<file path="config.mk">
export PLATFORM = sky130hd
export DESIGN_NAME = pfc_ram
export DESIGN_NICKNAME = d
export VERILOG_FILES = /design/src/rtl/core/pfc_ram.sv
export SDC_FILE = /design/constraint.sdc
export NUM_CORES = 1
export LEC_CHECK = 0
export BUFFER_PORTS_ARGS = -buffer_cell sky130_fd_sc_hd__buf_2
export CORE_AREA = 2 2 106 108
export CTS_BUF_LIST = sky130_fd_sc_hd__clkbuf_16
export DETAILED_ROUTE_END_ITERATION = 7
export DIE_AREA = 0 0 108 110
export PLACE_DENSITY = 0.66
export SETUP_SLACK_MARGIN = 0.4
export SLEW_MARGIN = 20
export SYNTH_ARGS = -nofsm -noshare
export SYNTH_HDL_FRONTEND = slang
export SYNTH_SLANG_ARGS = --single-unit
</file>
<file path="constraint.sdc">
create_clock -name clk -period 2 [get_ports clk]
set_input_delay 0.2 -clock clk [delete_from_list [all_inputs] [get_ports clk]]
set_output_delay 0.2 -clock clk [all_outputs]
set_load 0.005 [all_outputs]
</file>
<file path="src/rtl/core/pfc_ram.sv">
// Generic single-port-write, single-port-read RAM with registered read data.
`default_nettype none
module pfc_ram #(
	parameter int WIDTH = 8,
	parameter int DEPTH = 16
) (
	input  wire logic                                      clk,
	input  wire logic                                      we,
	input  wire logic [((DEPTH > 1) ? $clog2(DEPTH) : 1)-1:0] waddr,
	input  wire logic [WIDTH-1:0]                          wdata,
	input  wire logic                                      re,
	input  wire logic [((DEPTH > 1) ? $clog2(DEPTH) : 1)-1:0] raddr,
	output logic      [WIDTH-1:0]                          rdata
);

	logic [WIDTH-1:0] mem [DEPTH];

	// Write port.
	always_ff @(posedge clk) begin
		if (we) begin
			mem[waddr] <= wdata;
		end
	end

	// Registered read port.
	always_ff @(posedge clk) begin
		if (re) begin
			rdata <= mem[raddr];
		end
	end

endmodule
`default_nettype wire

</file>
# Yosys cells after proc, flatten, opt, wreduce, memory -nomap -nowiden

Memories as Yosys holds them, arrays and structs flattened. A register that Yosys moved wholly into a read port is not among the register bits.
Cells that the tools add are included.

Word-level logic and storage cells: 3
Bits in writable memories: 128
Output and inout bits: 8
Bits of input ports: 19
Memories kept: 1
Bits in registers: 0

Muxes and demuxes: 2

Memories:

| memory | words | bits a word | rd ports | clocked after Yosys merged registers in | wr ports | line | RTL |
|---|---|---|---|---|---|---|---|
| mem    | 16    | 8           | 1        | 1                                       | 1        | 16   | `logic [WIDTH-1:0] mem [DEPTH];` |

Operators with widths:

| operator | count |
|---|---|
| $mux W1  | 2 |

# Longest topological paths before layout

Gate-level depths: netlist of the first run.

Depth after elaboration: 2
Depth in mapped cells: 5
Mapped depth without buffers: 3

# Worst setup path before layout of the first run

No wires, ideal clock.

Path kind: input to register
From: input waddr[2] (netlist bit)
To: memory mem[0][0] (enable)
Stages on the path: 2
Data arrival time: 1.310 ns
Setup time: 0.383 ns
Data required time: 1.617 ns
Setup slack: 0.307 ns
Cells stage by stage: or3b_2 nor3_1

RTL lines:

| item            | line | RTL |
|---|---|---|
| start, declared | 9    | `input wire logic [((DEPTH > 1) ? $clog2(DEPTH) : 1)-1:0] waddr,` |
| end, declared   | 16   |  |

No word-level cell before the write port.

==> flow_summary.ini, run 1 <==
[status]
status = completed

[synth]
yosys_warnings = 0
synth_flop_cell = edfxtp_1
async_reset_ff_share_pct = 0
synth_xor_xnor_area_share_pct = 0
synth-adder-area-share_pct = 0
ys_seq_area_share_pct = 78.1
synth_top_cells_by_count = edfxtp_1, mux4_2, a22oi_1
yosys.area.top_type_share_pct = 78.1
ys_seq_elements = 136
synth_top_family_by_area = multiplexers
yosysUniqueCellTypes = 18
synth-simple-area-share_pct = 3.14
synth.area.mux_share_pct = 14.8
netlist_instances = 229
yosysMostFrequentCell = edfxtp_1
synth-edff-count = 136
syn_area_mm2 = 0.00523
synth_area_leader_cell = edfxtp_1
syn_avg_cell_area_um2 = 22.8
synth_nets = 248
yosys-top-cells-area = edfxtp_1, mux4_2, mux4_1
synth_compound_area_share_pct = 2.30

[worst_setup_path]
slowest_delay_ps = 590
cp-start-kind = flop
cp_max_fo = 1
path_class = reg2reg
crit_chain = mux4_1, a22oi_1, nand2_1
arrival_ps = 1650
path_buf_inv = 0
crit_family = multiplexers
cpMaxStageDelayCell = mux4_1
cp.required_ps = 2160
end_kind = flop

[cells_and_area]
antenna_cells = 0
area_growth_pct = 19.1
drive_above_1_share_pct = 32.8
utilization_pct = 58.2
fin_nets = 305

[floorplanning]
num_rows = 38
fp.coreArea_mm2 = 0.0107
pin_count = 27
die_w_um = 108
die_area_mm2 = 0.0119
fp.dieH_um = 110
initial_core_util_pct = 48.9

[cts]
cts.repair.resized = 0
htree_levels = 4
cts_buffers = 17
clkTransAtPathRegs_ps = 60
cts_tree = done
clock_latency_ps = 400
ctsHoldBuffers = 0
clockBufferDepth = 2
cts_setup_buffers = 0
clock_sinks = 136
clock-root-buffer = clkbuf_16

[pwr]
switching_share_pct = 19.6
vdd_drop_max_uv = 561
p_sw_uw = 1290
intPower_uw = 5280
power_frac_seq_pct = 49.2
p_leak_uw = 0.00211
powerDensity_mw_per_mm2 = 1050
power.total_uw = 6560
power_frac_comb_pct = 4.5
clkPwrFrac_pct = 46.4

[timing]
final-hold-violation-count = 0
fin_tns_setup_ps = 0
finalCritPeriodShare_pct = 74.4
rsz0062_at_grt = false
fmax_ghz = 0.672
drv_slew = 0
tightest_slew_ps = 414
slew_headroom_pct = 72.4
min_period_ps = 1490
fin_skew_ps = 6.43
finalSetupViolCount = 0

[global_routing]
grt-ovfl-total = 0
grt_pass1_wl_mm = 14.9
track_usage_pct = 18.3
grt_max_degree = 33
antenna_found_initial = 0
grt_pass1_vias = 2585

[route]
viasPerCell = 5.63
wire_per_inst_um = 21.9
wl_met2_mm = 4.81
drc = 0
postRouteAntennaNets = 0
wirelength_met1_mm = 4.27
vias = 2471
first_pass_iters = 4
routed.top_layer = met4
dr_wl_met3_um = 468
wl_mm = 9.63
drt_iter0_markers = 189

[placement]
portBuffers = 26
place_hpwl_mm = 6.15
finalWeightedCongestion = 0.744

[job]
drv_cap = 0

[worst_hold_path]
hp-class = in2reg
[placed cells by master (no fill, tap or decap)]
cell type | netlist | layout
nand2_1 | 9 | 9
and2_1 | 1 | 1
clkinvlp_4 | 0 | 5
clkinv_2 | 0 | 5
nand3_1 | 1 | 1
nor3_2 | 0 | 1
clkbuf_16 | 0 | 17
clkinv_1 | 0 | 2
bufinv_16 | 0 | 3
nor2_1 | 13 | 13
nor2b_1 | 1 | 1
or3b_2 | 1 | 1
nand3b_1 | 2 | 2
buf_4 | 1 | 20
a22oi_1 | 16 | 16
nor3_1 | 4 | 3
and2b_1 | 1 | 1
mux4_1 | 14 | 14
mux4_2 | 18 | 18
buf_2 | 3 | 26
nand2b_1 | 2 | 2
edfxtp_1 | 136 | 136
buf_12 | 0 | 2
[path summary, 6_finish.rpt]
path / startpoint / endpoint / slack (ps) / cells after the start
worst max register to register: mem[5][1]$_DFFE_PP_ / rdata[1]$_DFFE_PP_ / 510 / 3
worst min register to register: mem[15][1]$_DFFE_PP_ / rdata[1]$_DFFE_PP_ / 750 / 3
worst min-delay path: re / rdata[7]$_DFFE_PP_ / 160 / 1
worst max-delay path: mem[5][1]$_DFFE_PP_ / rdata[1]$_DFFE_PP_ / 510 / 3
[cell type report]
type / count / area, µm²
clock buffer: 17 / 425
clock inverter: 15 / 160
fill: 775 / 4470
multi-input combinational: 83 / 1060
sequential: 136 / 4080
tap: 140 / 175
timing repair buffer: 48 / 320
[cell families (layout without fill, tap and decap cells)]
group	Yosys count	count (layout)
AO/OA/AOI/OAI	16	16
buffers and inverters	10	80
AND/OR/NAND/NOR	35	35
flip-flops	136	136
multiplexers	32	32
[layer usage]
metal	vias to the layer above	track usage (%)
met1	1294	25.3
met5	-	0
met2	74	28.2
met3	5	4.59
li1	1098	-
met4	0	7.60
[sequential cells by signal (all words and copies together), names as in the netlist]
register,flops
mem,128
rdata,8
[per-stage QoR]
| stage | instance area, µm² | worst slack (ps) | cells | hold WS (ps) |
|---|---|---|---|---|
| final | 6230 | 511 | 439 | 160 |
| after global routing | 6230 | 413 | 439 | 151 |
| after CTS | 6230 | 493 | 439 | 144 |
| after detailed placement | 5640 | 225 | 407 | 576 |
| after global placement | 5640 | 248 | 407 | 582 |
| after floorplan | 5230 | 518 | 229 | 299 |
[power by group through the flow]
stage	sequential, µW	combinational, µW	clock [µW]
floorplan	3280	162	0
global placement	3280	290	0
detailed placement	3290	297	0
CTS	3230	297	3100
global route	3230	322	3230
finish	3230	292	3040
[worst register-to-register path, cell delays in order, from the launching register on]
cell and delay (ps):
edfxtp_1 370, mux4_1 590, a22oi_1 210, nand2_1 70
Power figures use the tool's default switching activity.
==> run 2, diff against run 1 <==
==> constraint.sdc (replaced) <==
create_clock -name clk -period 1.55 [get_ports clk]
set_input_delay 0.155 -clock clk [delete_from_list [all_inputs] [get_ports clk]]
set_output_delay 0.155 -clock clk [all_outputs]
set_load 0.005 [all_outputs]
==> run 2 against run 1 <==
Effect of this change:
- maximum frequency rose by 2.7%
- via count is 1.2% lower
- sequential power rose by 29%
- combinational power up 51%
- critical path depth rose by 1
- power grew 29%
- critical path type unchanged
==> flow_summary.ini, run 2 (synthesis results as in run 1) <==
[timing]
fin_skew_ps = 18.8
final-hold-violation-count = 0
tightest_slew_ps = 807
finalCritPeriodShare_pct = 93.5
min_period_ps = 1450
rsz0062_at_grt = true
drv_slew = 0
slew_headroom_pct = 46.1
finalSetupViolCount = 0
fmax_ghz = 0.690

[floorplanning]
initial_core_util_pct = 48.9
pin_count = 27
fp.dieH_um = 110
num_rows = 38
die_area_mm2 = 0.0119
fp.coreArea_mm2 = 0.0107
die_w_um = 108

[route]
drc = 0
viasPerCell = 5.54
vias = 2441
postRouteAntennaNets = 0
first_pass_iters = 4
wire_per_inst_um = 22.2
wl_mm = 9.79
drt_iter0_markers = 151

[cts]
clock_sinks = 136
cts_buffers = 17
cts_tree = done
clock_latency_ps = 420
htree_levels = 4
cts_setup_buffers = 0
clkTransAtPathRegs_ps = 60
clockBufferDepth = 2
clock-root-buffer = clkbuf_16
ctsHoldBuffers = 0

[worst_setup_path]
slowest_delay_ps = 480
cp.required_ps = 1720
r2r-start = mem[10][3]$_DFFE_PP_
arrival_ps = 1620
ff2ff_path_depth = 4
end_kind = flop
endpoint = rdata[3]$_DFFE_PP_
r2r_slack_ps = 100
crit_chain = mux4_2, a22oi_2, buf_4, nand2_2
cp_max_fo = 1
path_buf_inv = 1
cp-start-kind = flop
crit_family = multiplexers
reg2reg_to = rdata[3]$_DFFE_PP_
crit_path_start = mem[10][3]$_DFFE_PP_
cpMaxStageDelayCell = mux4_2
crit_cells = 4
path_class = reg2reg

[global_routing]
track_usage_pct = 18.7
busiest_layer = met2
grt_pass1_vias = 2473
grtUsageMet2_pct = 28.4
grt-ovfl-total = 0
grt_max_degree = 22
antenna_found_initial = 0
grtUsageMet3_pct = 6.70
grt.met1_usage_pct = 25.6
grt_pass1_wl_mm = 15.0

[placement]
finalWeightedCongestion = 0.740
place_hpwl_mm = 6.43
portBuffers = 26

[pwr]
p_leak_uw = 0.00210
powerDensity_mw_per_mm2 = 1340
power.total_uw = 8450
vdd_drop_max_uv = 758

[cells_and_area]
utilization_pct = 59.1
antenna_cells = 0
layout_commonest_cell = edfxtp_1
drive_above_1_share_pct = 41.9
top_register = mem
area_growth_pct = 20.9
top_regs = mem x128, rdata x8
final_cell_mix = edfxtp_1, mux4_2, buf_2, clkbuf_16, buf_4
nFillCells = 763
largest_register_ffs = 128
fin_nets = 307

[status]
status = completed

[job]
drv_cap = 0

[worst_hold_path]
hp-class = in2reg
run 2: changes by cell type in the layout (fill, tap and decap cells not counted), moves of 2 or more:
cell,previous run,this run
clkinv_1,2,0
nor3_2,1,3
mux4_2,18,31
buf_12,2,7
clkinv_4,0,5
nor3_1,3,0
buf_4,20,17
nor2_1,13,10
a22oi_2,0,4
nor2_4,0,3
a22oi_1,16,12
mux4_1,14,1
clkinvlp_4,5,3
run 2: layout make-up:
type                       instances  area [µm²]  area share [%]
multi-input combinational         83        1080            17.1
sequential                       136        4080            64.6
timing repair buffer              50         398            6.30
tap                              140         175            2.77
clock inverter                    15         155            2.45
clock buffer                      17         425            6.73
run 2: what timing repair did:
action,in CTS,in global routing
pin swaps,0,0
endpoints found under the setup margin,8,9
gates resized for setup,2,3
run 2: power breakdown:
group	internal [µW]	leakage (µW)	switching [µW]
Combinational	199	0.000583	241
Clock	2360	0.000279	1480
Sequential	4140	0.00124	20.0
Total	6710	0.00210	1740
run 2: worst min path at each step:
stage,slack (ps),end,depth (start not counted),startpoint
2_1_floorplan,250,mem[0][0]$_DFFE_PP_,0,wdata[0]
4_1_cts,70,rdata[7]$_DFFE_PP_,1,re
3_3_place_gp,520,rdata[4]$_DFFE_PP_,1,re
3_5_place_dp,510,rdata[7]$_DFFE_PP_,1,re
5_1_grt,80,rdata[5]$_DFFE_PP_,1,re
6_report,90,rdata[7]$_DFFE_PP_,1,re
run 2: stage by stage:
stage / instance area [µm²] / setup TNS, ps / cells / worst slack [ps] / hold slack [ps]
detailed placement: 5720 / -884 / 409 / -138 / 514
global route: 6320 / 0 / 441 / 36.1 / 79.2
finish: 6320 / 0 / 441 / 100 / 86.4
floorplan: 5260 / 0 / 229 / 195 / 254
global placement: 5720 / -825 / 409 / -129 / 518
CTS: 6310 / 0 / 441 / 65.6 / 70.3
run 2: worst reg2reg max path, cell delays in order, from the launching register on:
cell,delay (ps)
edfxtp_1,360
mux4_2,480
a22oi_2,170
buf_4,150
nand2_2,50
run 2: per-layer routing:
metal / wire length [µm] / vias to the layer above
li1: - / 1091
met1: 4260 / 1263
met2: 4790 / 81
met3: 659 / 6
met4: 82 / 0
met5: 0 / -
==> run 3, diff against run 2 <==
--- a/config.mk
+++ b/config.mk
@@ -11,6 +11,7 @@
 export DETAILED_ROUTE_END_ITERATION = 7
 export DIE_AREA = 0 0 108 110
 export PLACE_DENSITY = 0.66
+export RECOVER_POWER = 25
 export SETUP_SLACK_MARGIN = 0.4
 export SLEW_MARGIN = 20
 export SYNTH_ARGS = -nofsm -noshare
==> run 3 against run 2 <==
Effect of this change:
- non-clock buffer count stayed put
- via count rose by 0.16%
- design area down 0.12%
- power hardly changed
- critical path depth did not move
- clock power hardly changed
- largest cell class unchanged
- highest routed layer unchanged
==> flow_summary.ini, run 3 (synthesis results as in run 1) <==
[status]
status = completed

[placement]
placed_cell_area_mm2 = 0.00572
portBuffers = 26
place_hpwl_mm = 6.43
finalWeightedCongestion = 0.740

[route]
vias = 2445
first_pass_iters = 5
viasPerCell = 5.54
drt_iter0_markers = 152
wire_per_inst_um = 22.3
wl_mm = 9.82
postRouteAntennaNets = 0
drc = 0

[cells_and_area]
drive_above_1_share_pct = 39.9
final_cell_mix = edfxtp_1, mux4_2, buf_2, clkbuf_16, buf_4
top_register = mem
utilization_pct = 59.0
top_regs = mem x128, rdata x8
fin_nets = 307
final_area_mm2 = 0.00631
largest_register_ffs = 128
antenna_cells = 0
area_growth_pct = 20.8
layout_commonest_cell = edfxtp_1

[timing]
finalSetupViolCount = 0
slew_headroom_pct = 46.2
fmax_ghz = 0.686
fin_skew_ps = 9.02
final-hold-violation-count = 0
finalCritPeriodShare_pct = 94.1
rsz0062_at_grt = true
drv_slew = 0
min_period_ps = 1460
tightest_slew_ps = 805
fin_tns_setup_ps = 0

[worst_setup_path]
cp_max_fo = 1
crit_chain = mux4_2, a22oi_2, buf_4, nand2_2
end_kind = flop
crit_path_start = mem[10][3]$_DFFE_PP_
path_class = reg2reg
path_buf_inv = 1
ff2ff_path_depth = 4
crit_family = multiplexers
reg2reg_to = rdata[3]$_DFFE_PP_
r2r_slack_ps = 90
cp-start-kind = flop
cpMaxStageDelayCell = mux4_2
slowest_delay_ps = 480
arrival_ps = 1630
cp.required_ps = 1720
crit_cells = 4
r2r-start = mem[10][3]$_DFFE_PP_
endpoint = rdata[3]$_DFFE_PP_

[global_routing]
grt_pass1_vias = 2473
grt_max_degree = 22
grt-ovfl-total = 0
track_usage_pct = 18.7
grt_pass1_wl_mm = 15.0
antenna_found_initial = 0

[pwr]
switching_share_pct = 20.7
power_frac_comb_pct = 5.2
powerDensity_mw_per_mm2 = 1340
clkPwrFrac_pct = 45.6
p_sw_uw = 1750
vdd_drop_max_uv = 767
intPower_uw = 6710
p_leak_uw = 0.00208
power_frac_seq_pct = 49.3

[cts]
htree_levels = 4
clock_sinks = 136
ctsHoldBuffers = 0
clock-root-buffer = clkbuf_16
clockBufferDepth = 2
clock_latency_ps = 420
cts_tree = done
cts_setup_buffers = 0
clkTransAtPathRegs_ps = 60
cts_buffers = 17

[job]
drv_cap = 0

[floorplanning]
die_w_um = 108
num_rows = 38
fp.dieH_um = 110
initial_core_util_pct = 48.9
fp.coreArea_mm2 = 0.0107
pin_count = 27
die_area_mm2 = 0.0119

[worst_hold_path]
hp-class = in2reg
[run 3: area by class of cell]
type	instances	area [µm²]
clock buffer	17	425
clock inverter	15	155
fill	768	4390
multi-input combinational	83	1080
sequential	136	4080
tap	140	175
timing repair buffer	50	390
[run 3: worst min path at each step]
stage,from,endpoint,slack [ps],depth (start not counted)
after CTS,re,rdata[7]$_DFFE_PP_,70,1
after global placement,re,rdata[4]$_DFFE_PP_,520,1
final,wdata[6],mem[1][6]$_DFFE_PP_,150,1
after floorplan,wdata[0],mem[0][0]$_DFFE_PP_,250,0
after global routing,wdata[7],mem[12][7]$_DFFE_PP_,160,1
after detailed placement,re,rdata[7]$_DFFE_PP_,510,1
[run 3: timing repair]
item	in CTS	in global routing
cloned	0	0
gates resized for setup	2	3
endpoints found under the setup margin	8	9
[run 3: power groups by stage]
stage               Clock (µW)  Combinational (µW)  Sequential, µW
global route              4100                 476            4170
floorplan                    0                 235            4240
global placement             0                 432            4240
detailed placement           0                 438            4240
finish                    3860                 437            4170
CTS                       3920                 443            4170
[run 3: layer usage]
layer  global-route usage [%]  part of all wire, %  wire length, µm
met1                     25.6                   44             4270
met2                     28.4                   48             4750
met3                     6.70                  6.6              652
met4                     6.32                  1.5              144
met5                        0                    0                0
[run 3: stage by stage]
stage	hold slack, ps	instances	setup WS, ps	total power, µW
finish	146	441	91.4	8460
global route	161	441	36.1	8740
CTS	70.3	441	65.6	8530
detailed placement	514	409	-138	4680
global placement	518	409	-129	4670
floorplan	254	229	195	4470
