===== src/rtl/core/pfc_pkg.sv =====
// Package with types, widths and codes of the per-feature correlation block.
`default_nettype none
package pfc_pkg;

	// Defaults of the top level parameters.
	localparam int FEATURE_DEPTH_DEF = 256;
	localparam int MAX_ROWS_DEF      = 65536;
	localparam int SAMPLE_BITS_DEF   = 16;

	// Field widths.
	localparam int OP_W       = 2;
	localparam int IDX_W      = 8;
	localparam int VAL_W      = 16;
	localparam int CORR_W     = 16;
	localparam int STATUS_W   = 2;
	localparam int SPREAD_W   = 16;
	localparam int FIU_W      = 9;
	localparam int CFG_IDX_W  = 2;
	localparam int CFG_DATA_W = 16;

	// Accumulator widths.
	localparam int S1_W = 33;
	localparam int S2_W = 48;
	localparam int C_W  = 50;
	localparam int D_W  = 34;

	// Widest sample after sign extension, and label deviation width.
	localparam int X_W   = 24;
	localparam int DEV_W = VAL_W + 1;

	// Row count as seen by the query engine (holds the largest row limit).
	localparam int N_MAX_W = 21;

	// Query arithmetic widths.
	localparam int MUL_A_W  = 50;
	localparam int MUL_B_W  = 36;
	localparam int MUL_P_W  = MUL_A_W + MUL_B_W;
	localparam int NUM_W    = 72;
	localparam int ROOT_W   = NUM_W / 2;
	localparam int SPN_W    = SPREAD_W + N_MAX_W;
	localparam int DEN_W    = SPN_W + ROOT_W;
	localparam int ROUND_SH = 16;
	localparam int DIV_W    = 90;
	localparam int QUO_W    = 15;
	localparam int CNT_W    = 6;

	// Operation codes.
	localparam logic [OP_W-1:0] OP_ACCUM = 2'd0;
	localparam logic [OP_W-1:0] OP_QUERY = 2'd1;
	localparam logic [OP_W-1:0] OP_CLEAR = 2'd2;

	// Status codes.
	localparam logic [STATUS_W-1:0] ST_OK          = 2'd0;
	localparam logic [STATUS_W-1:0] ST_NO_ROWS     = 2'd1;
	localparam logic [STATUS_W-1:0] ST_ZERO_SPREAD = 2'd2;
	localparam logic [STATUS_W-1:0] ST_BAD_INDEX   = 2'd3;

	// Configuration register indexes.
	localparam logic [CFG_IDX_W-1:0] CFG_LABEL_MEAN   = 2'd0;
	localparam logic [CFG_IDX_W-1:0] CFG_LABEL_SPREAD = 2'd1;
	localparam logic [CFG_IDX_W-1:0] CFG_FEATURES     = 2'd2;

	// Saturation limits of the Q1.15 result.
	localparam logic [CORR_W-1:0] CORR_MAX = 16'h7FFF;
	localparam logic [CORR_W-1:0] CORR_MIN = 16'h8000;

	// Input transaction.
	typedef struct packed {
		logic [OP_W-1:0]  op;
		logic [IDX_W-1:0] feature_index;
		logic [VAL_W-1:0] sample_value;
		logic [VAL_W-1:0] label_value;
	} in_item_t;

	// Output transaction.
	typedef struct packed {
		logic [CORR_W-1:0]   correlation;
		logic [STATUS_W-1:0] status;
	} out_item_t;

	// One feature's sums as held in the memory (two's complement bit patterns).
	typedef struct packed {
		logic [S1_W-1:0] s1;
		logic [S2_W-1:0] s2;
		logic [C_W-1:0]  c;
	} entry_t;

	// Operands handed to the query engine.
	typedef struct packed {
		entry_t               entry;
		logic [N_MAX_W-1:0]   n;
		logic [D_W-1:0]       d;
		logic [SPREAD_W-1:0]  spread;
	} qry_req_t;

endpackage
`default_nettype wire


===== src/rtl/core/pfc_mul.sv =====
// Shift-and-add unsigned multiplier that retires one multiplier bit per cycle.
`default_nettype none
module pfc_mul #(
	parameter int A_W = 8,
	parameter int B_W = 8
) (
	input  wire logic               clk,
	input  wire logic               arst_n,
	input  wire logic               start,
	input  wire logic [A_W-1:0]     a,
	input  wire logic [B_W-1:0]     b,
	output logic                    done,
	output logic      [A_W+B_W-1:0] p
);

	localparam int P_W = A_W + B_W;
	localparam int CW  = (B_W > 1) ? $clog2(B_W) : 1;
	localparam logic [CW-1:0] LAST = CW'(B_W - 1);

	logic [P_W-1:0] a_sh_q;
	logic [B_W-1:0] b_q;
	logic [P_W-1:0] p_q;
	logic [CW-1:0]  cnt_q;
	logic           busy_q;
	logic           done_q;

	// One partial product is added per cycle while busy.
	always_ff @(posedge clk or negedge arst_n) begin
		if (!arst_n) begin
			busy_q <= 1'b0;
			done_q <= 1'b0;
			cnt_q  <= '0;
		end else begin
			done_q <= 1'b0;
			if (start) begin
				a_sh_q <= P_W'(a);
				b_q    <= b;
				p_q    <= '0;
				cnt_q  <= '0;
				busy_q <= 1'b1;
			end else if (busy_q) begin
				if (b_q[0]) begin
					p_q <= p_q + a_sh_q;
				end
				a_sh_q <= a_sh_q << 1;
				b_q    <= b_q >> 1;
				cnt_q  <= cnt_q + 1'b1;
				if (cnt_q == LAST) begin
					busy_q <= 1'b0;
					done_q <= 1'b1;
				end
			end
		end
	end

	assign done = done_q;
	assign p    = p_q;

endmodule
`default_nettype wire


===== src/rtl/core/pfc_query.sv =====
// Query engine: builds numerator and variance, takes the root and divides.
`default_nettype none
module pfc_query (
	input  wire logic                clk,
	input  wire logic                arst_n,
	input  wire logic                start,
	input  wire pfc_pkg::qry_req_t   req,
	output logic                     done,
	output pfc_pkg::out_item_t       result
);
	import pfc_pkg::*;

	typedef enum logic [3:0] {
		Q_IDLE, Q_LOAD, Q_NC, Q_SD, Q_NS, Q_SS, Q_CHECK,
		Q_SQRT, Q_DEN, Q_DIVCHK, Q_DIV, Q_DONE
	} q_state_t;

	q_state_t              state_q;
	logic [S1_W-1:0]       s1_q;
	logic [S2_W-1:0]       s2_q;
	logic [C_W-1:0]        c_q;
	logic [N_MAX_W-1:0]    n_q;
	logic [D_W-1:0]        d_q;
	logic [SPREAD_W-1:0]   spread_q;
	logic [SPN_W-1:0]      spn_q;
	logic [NUM_W-1:0]      num_q;
	logic [NUM_W-1:0]      var_q;
	logic [NUM_W-1:0]      rad_q;
	logic [ROOT_W+1:0]     rem_q;
	logic [ROOT_W-1:0]     root_q;
	logic [CNT_W-1:0]      cnt_q;
	logic [DIV_W-1:0]      dvd_q;
	logic [DIV_W-1:0]      dvs_q;
	logic [QUO_W-1:0]      quo_q;
	logic                  neg_q;
	out_item_t             result_q;
	logic                  mul_start_q;
	logic [MUL_A_W-1:0]    mul_a_q;
	logic [MUL_B_W-1:0]    mul_b_q;
	logic                  mul_done;
	logic [MUL_P_W-1:0]    mul_p;

	// Magnitudes and signs of the stored sums.
	logic [S1_W-1:0]  s1_mag;
	logic [C_W-1:0]   c_mag;
	logic [D_W-1:0]   d_mag;
	logic [NUM_W-1:0] prod;
	logic [NUM_W-1:0] num_mag;
	logic [DEN_W-1:0] den;

	assign s1_mag  = s1_q[S1_W-1] ? (~s1_q + 1'b1) : s1_q;
	assign c_mag   = c_q[C_W-1] ? (~c_q + 1'b1) : c_q;
	assign d_mag   = d_q[D_W-1] ? (~d_q + 1'b1) : d_q;
	assign prod    = mul_p[NUM_W-1:0];
	assign num_mag = num_q[NUM_W-1] ? (~num_q + 1'b1) : num_q;
	assign den     = mul_p[DEN_W-1:0];

	// One digit step of the floor square root.
	logic [ROOT_W+1:0] rem_sh;
	logic [ROOT_W+1:0] trial;
	logic              root_ge;
	logic [ROOT_W+1:0] rem_next;
	logic [ROOT_W-1:0] root_next;

	assign rem_sh    = {rem_q[ROOT_W-1:0], rad_q[NUM_W-1 -: 2]};
	assign trial     = {root_q, 2'b01};
	assign root_ge   = (rem_sh >= trial);
	assign rem_next  = root_ge ? (rem_sh - trial) : rem_sh;
	assign root_next = {root_q[ROOT_W-2:0], root_ge};

	// One restoring division step and the signed result it completes.
	logic              div_ge;
	logic [QUO_W-1:0]  quo_next;
	logic [CORR_W-1:0] q_ext;

	assign div_ge   = (dvd_q >= dvs_q);
	assign quo_next = {quo_q[QUO_W-2:0], div_ge};
	assign q_ext    = CORR_W'(quo_next);

	pfc_mul #(
		.A_W(MUL_A_W),
		.B_W(MUL_B_W)
	) u_pfc_mul (
		.clk   (clk),
		.arst_n(arst_n),
		.start (mul_start_q),
		.a     (mul_a_q),
		.b     (mul_b_q),
		.done  (mul_done),
		.p     (mul_p)
	);

	// Sequencer over the shared multiplier, the root and the divider.
	always_ff @(posedge clk or negedge arst_n) begin
		if (!arst_n) begin
			state_q     <= Q_IDLE;
			mul_start_q <= 1'b0;
		end else begin
			mul_start_q <= 1'b0;
			case (state_q)
				Q_IDLE: begin
					if (start) begin
						s1_q     <= req.entry.s1;
						s2_q     <= req.entry.s2;
						c_q      <= req.entry.c;
						n_q      <= req.n;
						d_q      <= req.d;
						spread_q <= req.spread;
						spn_q    <= req.spread * req.n;
						state_q  <= Q_LOAD;
					end
				end
				Q_LOAD: begin
					mul_start_q <= 1'b1;
					mul_a_q     <= MUL_A_W'(c_mag);
					mul_b_q     <= MUL_B_W'(n_q);
					state_q     <= Q_NC;
				end
				Q_NC: begin
					if (mul_done) begin
						num_q       <= c_q[C_W-1] ? (~prod + 1'b1) : prod;
						mul_start_q <= 1'b1;
						mul_a_q     <= MUL_A_W'(d_mag);
						mul_b_q     <= MUL_B_W'(s1_mag);
						state_q     <= Q_SD;
					end
				end
				Q_SD: begin
					if (mul_done) begin
						if (d_q[D_W-1] ^ s1_q[S1_W-1]) begin
							num_q <= num_q + prod;
						end else begin
							num_q <= num_q - prod;
						end
						mul_start_q <= 1'b1;
						mul_a_q     <= MUL_A_W'(s2_q);
						mul_b_q     <= MUL_B_W'(n_q);
						state_q     <= Q_NS;
					end
				end
				Q_NS: begin
					if (mul_done) begin
						var_q       <= prod;
						mul_start_q <= 1'b1;
						mul_a_q     <= MUL_A_W'(s1_mag);
						mul_b_q     <= MUL_B_W'(s1_mag);
						state_q     <= Q_SS;
					end
				end
				Q_SS: begin
					if (mul_done) begin
						var_q   <= var_q - prod;
						state_q <= Q_CHECK;
					end
				end
				Q_CHECK: begin
					// No label spread, or a variance that is not positive.
					if (spread_q == '0 || var_q[NUM_W-1] || var_q == '0) begin
						result_q.correlation <= '0;
						result_q.status      <= ST_ZERO_SPREAD;
						state_q              <= Q_DONE;
					end else begin
						rad_q   <= var_q;
						rem_q   <= '0;
						root_q  <= '0;
						cnt_q   <= '0;
						state_q <= Q_SQRT;
					end
				end
				Q_SQRT: begin
					rad_q  <= rad_q << 2;
					rem_q  <= rem_next;
					root_q <= root_next;
					cnt_q  <= cnt_q + 1'b1;
					if (cnt_q == CNT_W'(ROOT_W - 1)) begin
						mul_start_q <= 1'b1;
						mul_a_q     <= MUL_A_W'(spn_q);
						mul_b_q     <= root_next;
						state_q     <= Q_DEN;
					end
				end
				Q_DEN: begin
					if (mul_done) begin
						dvd_q   <= DIV_W'({num_mag, ROUND_SH'(0)}) + DIV_W'(den);
						dvs_q   <= DIV_W'({den, ROUND_SH'(0)});
						neg_q   <= num_q[NUM_W-1];
						state_q <= Q_DIVCHK;
					end
				end
				Q_DIVCHK: begin
					// A quotient of 2^15 or more saturates either way.
					if (div_ge) begin
						result_q.correlation <= neg_q ? CORR_MIN : CORR_MAX;
						result_q.status      <= ST_OK;
						state_q              <= Q_DONE;
					end else begin
						dvs_q   <= dvs_q >> 1;
						quo_q   <= '0;
						cnt_q   <= '0;
						state_q <= Q_DIV;
					end
				end
				Q_DIV: begin
					if (div_ge) begin
						dvd_q <= dvd_q - dvs_q;
					end
					dvs_q <= dvs_q >> 1;
					quo_q <= quo_next;
					cnt_q <= cnt_q + 1'b1;
					if (cnt_q == CNT_W'(QUO_W - 1)) begin
						result_q.correlation <= neg_q ? (~q_ext + 1'b1) : q_ext;
						result_q.status      <= ST_OK;
						state_q              <= Q_DONE;
					end
				end
				Q_DONE: begin
					state_q <= Q_IDLE;
				end
				default: begin
					state_q <= Q_IDLE;
				end
			endcase
		end
	end

	assign done   = (state_q == Q_DONE);
	assign result = result_q;

endmodule
`default_nettype wire


===== config.mk =====
export PLATFORM = sky130hd
export DESIGN_NAME = pfc_query
export DESIGN_NICKNAME = d
export VERILOG_FILES = /design/src/rtl/core/pfc_pkg.sv /design/src/rtl/core/pfc_mul.sv /design/src/rtl/core/pfc_query.sv
export SDC_FILE = /design/constraint.sdc
export NUM_CORES = 2
export LEC_CHECK = 0
export BUFFER_PORTS_ARGS = -buffer_cell sky130_fd_sc_hd__buf_2
export CORE_MARGIN = 2
export CORE_UTILIZATION = 50
export CTS_CLUSTER_SIZE = 40
export DETAILED_ROUTE_END_ITERATION = 6
export GPL_ROUTABILITY_DRIVEN = 0
export GPL_TIMING_DRIVEN = 1
export PLACE_DENSITY = 0.66
export SYNTH_ARGS = -nofsm -noshare
export SYNTH_HDL_FRONTEND = slang
export SYNTH_SLANG_ARGS = --single-unit

===== constraint.sdc =====
create_clock -name clk -period 8.6 [get_ports clk]
set_input_delay 1.72 -clock clk [delete_from_list [all_inputs] [get_ports clk]]
set_output_delay 1.72 -clock clk [all_outputs]
set_load 0.05 [all_outputs]

# Word level (Yosys, flattened, before mapping)

Index checks and enable logic that the tools add are counted.

Bits in registers: 1053
Bits in latches: 0
RAM bits: 0
Memory bits (read-only): 0
Output and inout bits: 19
Memories kept: 0

Add/sub/neg operators: 15
Multiply operators: 1
Div/mod/pow operators: 0
Magnitude comparators: 2
Equal/unequal tests: 28
Shift operators: 0
Muxes and demuxes: 73
Bitwise logic cells: 7
Reduce and logical (&&, ||, !) cells: 33

Operators with widths:

| kind                    | number |
|---|---|
| $mux W72                | 8 |
| $pmux W72 S2            | 3 |
| $mux W90                | 4 |
| $mux W50                | 6 |
| $mux W36                | 8 |
| $pmux W90 S3            | 1 |
| $mux W86                | 3 |
| $pmux W50 S5            | 1 |
| $pmux W90 S2            | 1 |
| $add A72 B1 Y72 const B | 2 |
| $not A72 Y72            | 2 |
| $pmux W36 S2            | 2 |
| $pmux W36 S4            | 1 |
| $sub A72 B72 Y72        | 2 |
| $ge A90 B90 Y1          | 1 |
| $sub A90 B90 Y90        | 1 |
| $add A88 B73 Y89        | 1 |
| $add A86 B86 Y86        | 1 |
| $add A72 B72 Y72        | 1 |
| $logic_not A72 Y1       | 1 |
| $mux W18                | 3 |
| $pmux W18 S3            | 1 |
| $add A50 B1 Y50 const B | 1 |
| $not A50 Y50            | 1 |
| 45 further kinds        | 103 |

# Depth between registers and ports, before layout

Word-level depth: 6
Mapped depth: 27
Mapped depth without buffers: 26

# Modules after synthesis

From an unflattened synthesis, not the netlist that was laid out.

Cell total of the unflattened synthesis: 9051
Area, all modules: 83672.7 um2

By module, submodules not included:

| module    | instances | cells each | area each (um2) |
|---|---|---|---|
| pfc_query | 1         | 7567       | 69096.3 |
| pfc_mul   | 1         | 1484       | 14576.5 |

# Worst setup path after synthesis

No wires, ideal clock.

Path type: input to register
Start point: input port arst_n
End point: register c_q[0], enable pin
Data arrival time: 7.400 ns
Data required time: 7.975 ns
Setup slack: 0.576 ns
Cell stages on the path: 2
Path buffers: 1
Path through: clkbuf_1 -> and4_1

Word-level cells in the longest chain between the ends: 1

Ends and longest elaborated chain:

| element                     | line             | source |
|---|---|---|
| start, declared             | pfc_query.sv:5   | `input wire logic arst_n,` |
| $reduce_and A3 Y1 (no line) | --               |  |
| end signal, assigned        | pfc_query.sv:105 | `c_q <= req.entry.c;` |
| end, declared               | pfc_query.sv:21  | `logic [C_W-1:0] c_q;` |

Every way passes these cells.
A chain may end at the register's enable or synchronous reset.

# Worst setup path after layout

Start point: input port req[6] (netlist bit)
End point: register spn_q[35] (data pin)

Word-level cells in the longest chain between the ends: 1

Ends and longest elaborated chain:

| element              | line             | source |
|---|---|---|
| start, declared      | pfc_query.sv:7   | `input wire pfc_pkg::qry_req_t req,` |
| $mul A16 B21 Y37     | pfc_query.sv:109 | `spn_q <= req.spread * req.n;` |
| end signal, assigned | pfc_query.sv:109 |  |
| end, declared        | pfc_query.sv:25  | `logic [SPN_W-1:0] spn_q;` |

Every way passes these cells.

==> flow_metrics.py <==
metrics = {
    "setup_path": {
        "crit_family": "adder cells",
        "cp_max_fo": 13,
        "crit_buf_inv": 7,
        "cp-endpoint": "spn_q[35]",
        "crit_type": "in2reg",
        "r2r-end": "num_q[63]",
        "slowest_stage": "fa_1",
        "r2r_cells": 23,
        "path_depth": 26,
        "ff2ff_setup_slack_ps": 1030,
        "path_common_cell": "fa_1",
        "critPathLaunchType": "primary input",
        "max_stage_delay_ps": 560,
        "crit_path_end_kind": "register",
        "cp.arrival_ps": 8300,
        "critPathLaunch": "req[6]",
        "crit_required_ps": 9100,
        "rr_startpoint": "u_pfc_mul.p[11]",
    },
    "clock_tree": {
        "clkLatencyLatePin_ps": 770,
        "numCtsBuffers": 116,
        "cts_tree": "done",
        "h-tree-depth": 3,
        "cts_root_buf": "clkbuf_16",
        "cts_setup_buffers": 0,
        "clkSinkCount": 1025,
        "cts_resized": 0,
        "clk_path_buf_depth": 3,
        "path_clk_slew_ps": 60,
        "hold_buffers": 0,
    },
    "global_route": {
        "grt_usage": 0.297,
        "antenna_found_initial": 13,
        "grt_max_degree": 110,
        "overflow": 0,
        "grt_first_pass_wirelength_microns": 378000,
        "grt_pass1_vias": 63800,
    },
    "logic_synthesis": {
        "synth_warnings": 0,
        "synth_edf_count": 1012,
        "synthDistinctLibCells": 89,
        "synth_flop_cell": "edfxtp_1",
        "syn_area_per_cell_sq_um": 9.34,
        "synthArstFlopShare": 0.0127,
        "syn-instance-count": 8636,
        "synth_nets": 9626,
        "synth-seq-area-share": 0.381,
        "synth-seq-cells": 1025,
        "syn_area_sq_um": 80600,
    },
    "sta": {
        "worst_pin_slew_ps": 1240,
        "min_period_over_period": 0.906,
        "rsz0062_at_grt": "false",
        "max_clock_freq_ghz": 0.128,
        "relSlewSlack": 0.174,
        "finalWorstSetupSlack_ps": 807,
        "fin_crit_ps": 7790,
        "setup_violations": 0,
        "hold_violations": 0,
        "skew_ps": 52.9,
        "slew_viol_final": 0,
        "setup_tns_ps": 0,
    },
    "placed_design": {
        "numPortBuffers": 222,
        "dp_cells": 10700,
        "dp_hpwl_microns": 193000,
        "dp_slack_ps": 141,
        "placed_cell_area_sq_um": 84000,
    },
    "routing": {
        "via_count": 66300,
        "drcViolationCount": 3,
        "ant_nets": 0,
        "routed_wl_microns": 248000,
        "drtPass1Iterations": 7,
        "drt_iter0_markers": 7425,
        "wl_per_cell_microns": 22.7,
        "drt-vias-per-instance": 6.06,
    },
    "finish": {
        "layout-drive-gt1-share": 0.0760,
        "n_fill_cell": 14500,
        "final_cell_area_sq_um": 88000,
        "nets": 9656,
        "synthToLayoutAreaGrowth_pct": 9.12,
        "stdcell_count": 10900,
    },
    "die": {
        "start_util": 0.503,
        "dieArea_sq_um": 165000,
        "io-pin-count": 224,
        "std_cell_rows": 147,
        "dieHeight_microns": 406,
        "placeableCoreArea_sq_um": 160000,
        "die_x_microns": 406,
    },
    "power": {
        "powerDensity_nw_per_um2": 362,
        "p_leak_nw": 36.4,
        "worst_ir_drop_vdd_v": 0.000353,
    },
    "min_path": {
        "hp-class": "reg2reg",
    },
    "status": {
        "outcome": "finished, violations left",
        "failed_checks": "design-rule violations",
    },
    "job": {
        "cap_viol_max_count": 0,
    },
}
==> cells in the final DEF (no fill, tap or decap), types with 59 or more instances in the layout <==
master and n:
ha_1 516, and2_1 170, and3_1 59, or3_1 66, o21bai_1 72, nor3_1 89, o31ai_1 111, buf_4 137
mux2i_1 69, edfxtp_1 1012, nand2b_1 68, buf_2 221, clkbuf_16 118, fa_1 269, nor4_1 61, a21o_1 310
nor2_1 480, nor2b_1 64, nand2_1 1207, nand3_1 124, xor2_1 246, o21ai_0 588, xnor2_1 468, a31oi_1 69
inv_1 645, nand4_1 105, a21oi_1 560
==> logic make-up (layout without fill, tap and decap cells) <==
family	after synthesis	after routing	synth area share
other	1	11	0.0000465
muxes	106	106	0.0137
DFF	1025	1025	0.381
buffers and inverters	1093	1221	0.0510
xor gates and xnor gates	716	716	0.0778
AOI/OAI and AO/OA	2243	2243	0.176
adders and majority gates	785	785	0.147
and+or+nand+nor	2667	2667	0.154
==> cell type report <==
class,count,area (sq um),share of cell area
inverter,646,2420,0.0276
multi-input combinational,6518,46000,0.523
tap,2160,2700,0.0307
sequential,1025,30700,0.349
antenna,10,25.0,0.000284
clock buffer,137,3050,0.0347
timing repair buffer,359,2150,0.0245
clock inverter,79,923,0.0105
==> worst min-delay path by stage <==
| stage | slack (ps) | from | depth (start not counted) | endpoint |
|---|---|---|---|---|
| 2_1_floorplan | 420 | num_q[71] | 0 | neg_q |
| 3_3_place_gp | 490 | rad_q[58] | 2 | rad_q[60] |
| 3_5_place_dp | 500 | rad_q[0] | 2 | rad_q[2] |
| 4_1_cts | 470 | rad_q[45] | 2 | rad_q[47] |
| 5_1_grt | 490 | rad_q[45] | 2 | rad_q[47] |
| 6_report | 480 | rad_q[45] | 2 | rad_q[47] |
==> registers in the layout, indices dropped and copies added (netlist names), 37 cells and up <==
signal,count
rad_q,72
dvd_q,90
num_q,72
c_q,50
spn_q,37
u_pfc_mul.a_sh_q,73
u_pfc_mul.p,73
var_q,72
dvs_q,89
mul_a_q,50
s2_q,48
==> cells in the mapped netlist (all sizes together), types with 18 or more instances <==
cell	number	area, sq um
a211o	19	166
a211oi	46	345
a21boi	19	143
a21o	311	2330
a21oi	562	2810
a221oi	23	201
a222oi	19	190
a22o	48	420
a22oi	24	180
a31oi	69	432
and2	173	1080
and3	60	375
buf	55	216
clkbuf	392	1470
edfxtp	1012	30400
fa	269	5390
ha	516	6460
inv	645	2420
mux2	37	417
mux2i	69	691
nand2	1210	4540
nand2b	68	425
nand3	127	641
nand4	105	657
nor2	486	1820
nor2b	66	413
nor3	94	480
nor3b	18	135
nor4	64	407
o211ai	38	285
o21a	42	315
o21ai	626	3130
o21bai	72	541
o221ai	22	193
o22ai	31	194
o31ai	111	833
o41ai	39	357
or2	35	219
or3	66	413
or4	51	390
xnor2	469	4110
xor2	247	2160
==> per-layer routing <==
metal	GRT usage	wire length (microns)	vias to the layer above
li1	-	-	30800
met1	0.406	104000	32000
met2	0.470	112000	2941
met3	0.0474	21700	470
met4	0.120	10300	8
met5	0	55	-
==> power by group <==
part	switching [mW]	total [mW]	internal (mW)
Sequential	0.834	8.09	7.25
Combinational	11.3	18.5	7.18
Clock	2.23	5.28	3.05
Total	14.3	31.8	17.5
==> stage by stage <==
stage	hold WS [ps]	utilization	power (mW)
after floorplan	424	-	21.2
after global placement	487	0.524	25.8
after detailed placement	496	0.524	26.2
after CTS	472	0.548	31.5
after global routing	488	0.549	34.1
final	480	0.549	31.8
==> worst reg2reg max path: cells and delay by family (launching register included) <==
family,cells,cell delay [ps]
AO/OA/AOI/OAI,10,2410
XOR/XNOR,2,290
adder cells (fa/ha/maj),1,340
buffers and inverters,2,400
flip-flops,1,690
AND/OR/NAND/NOR,8,3180
Note: power is estimated with default switching activity, not from simulation.
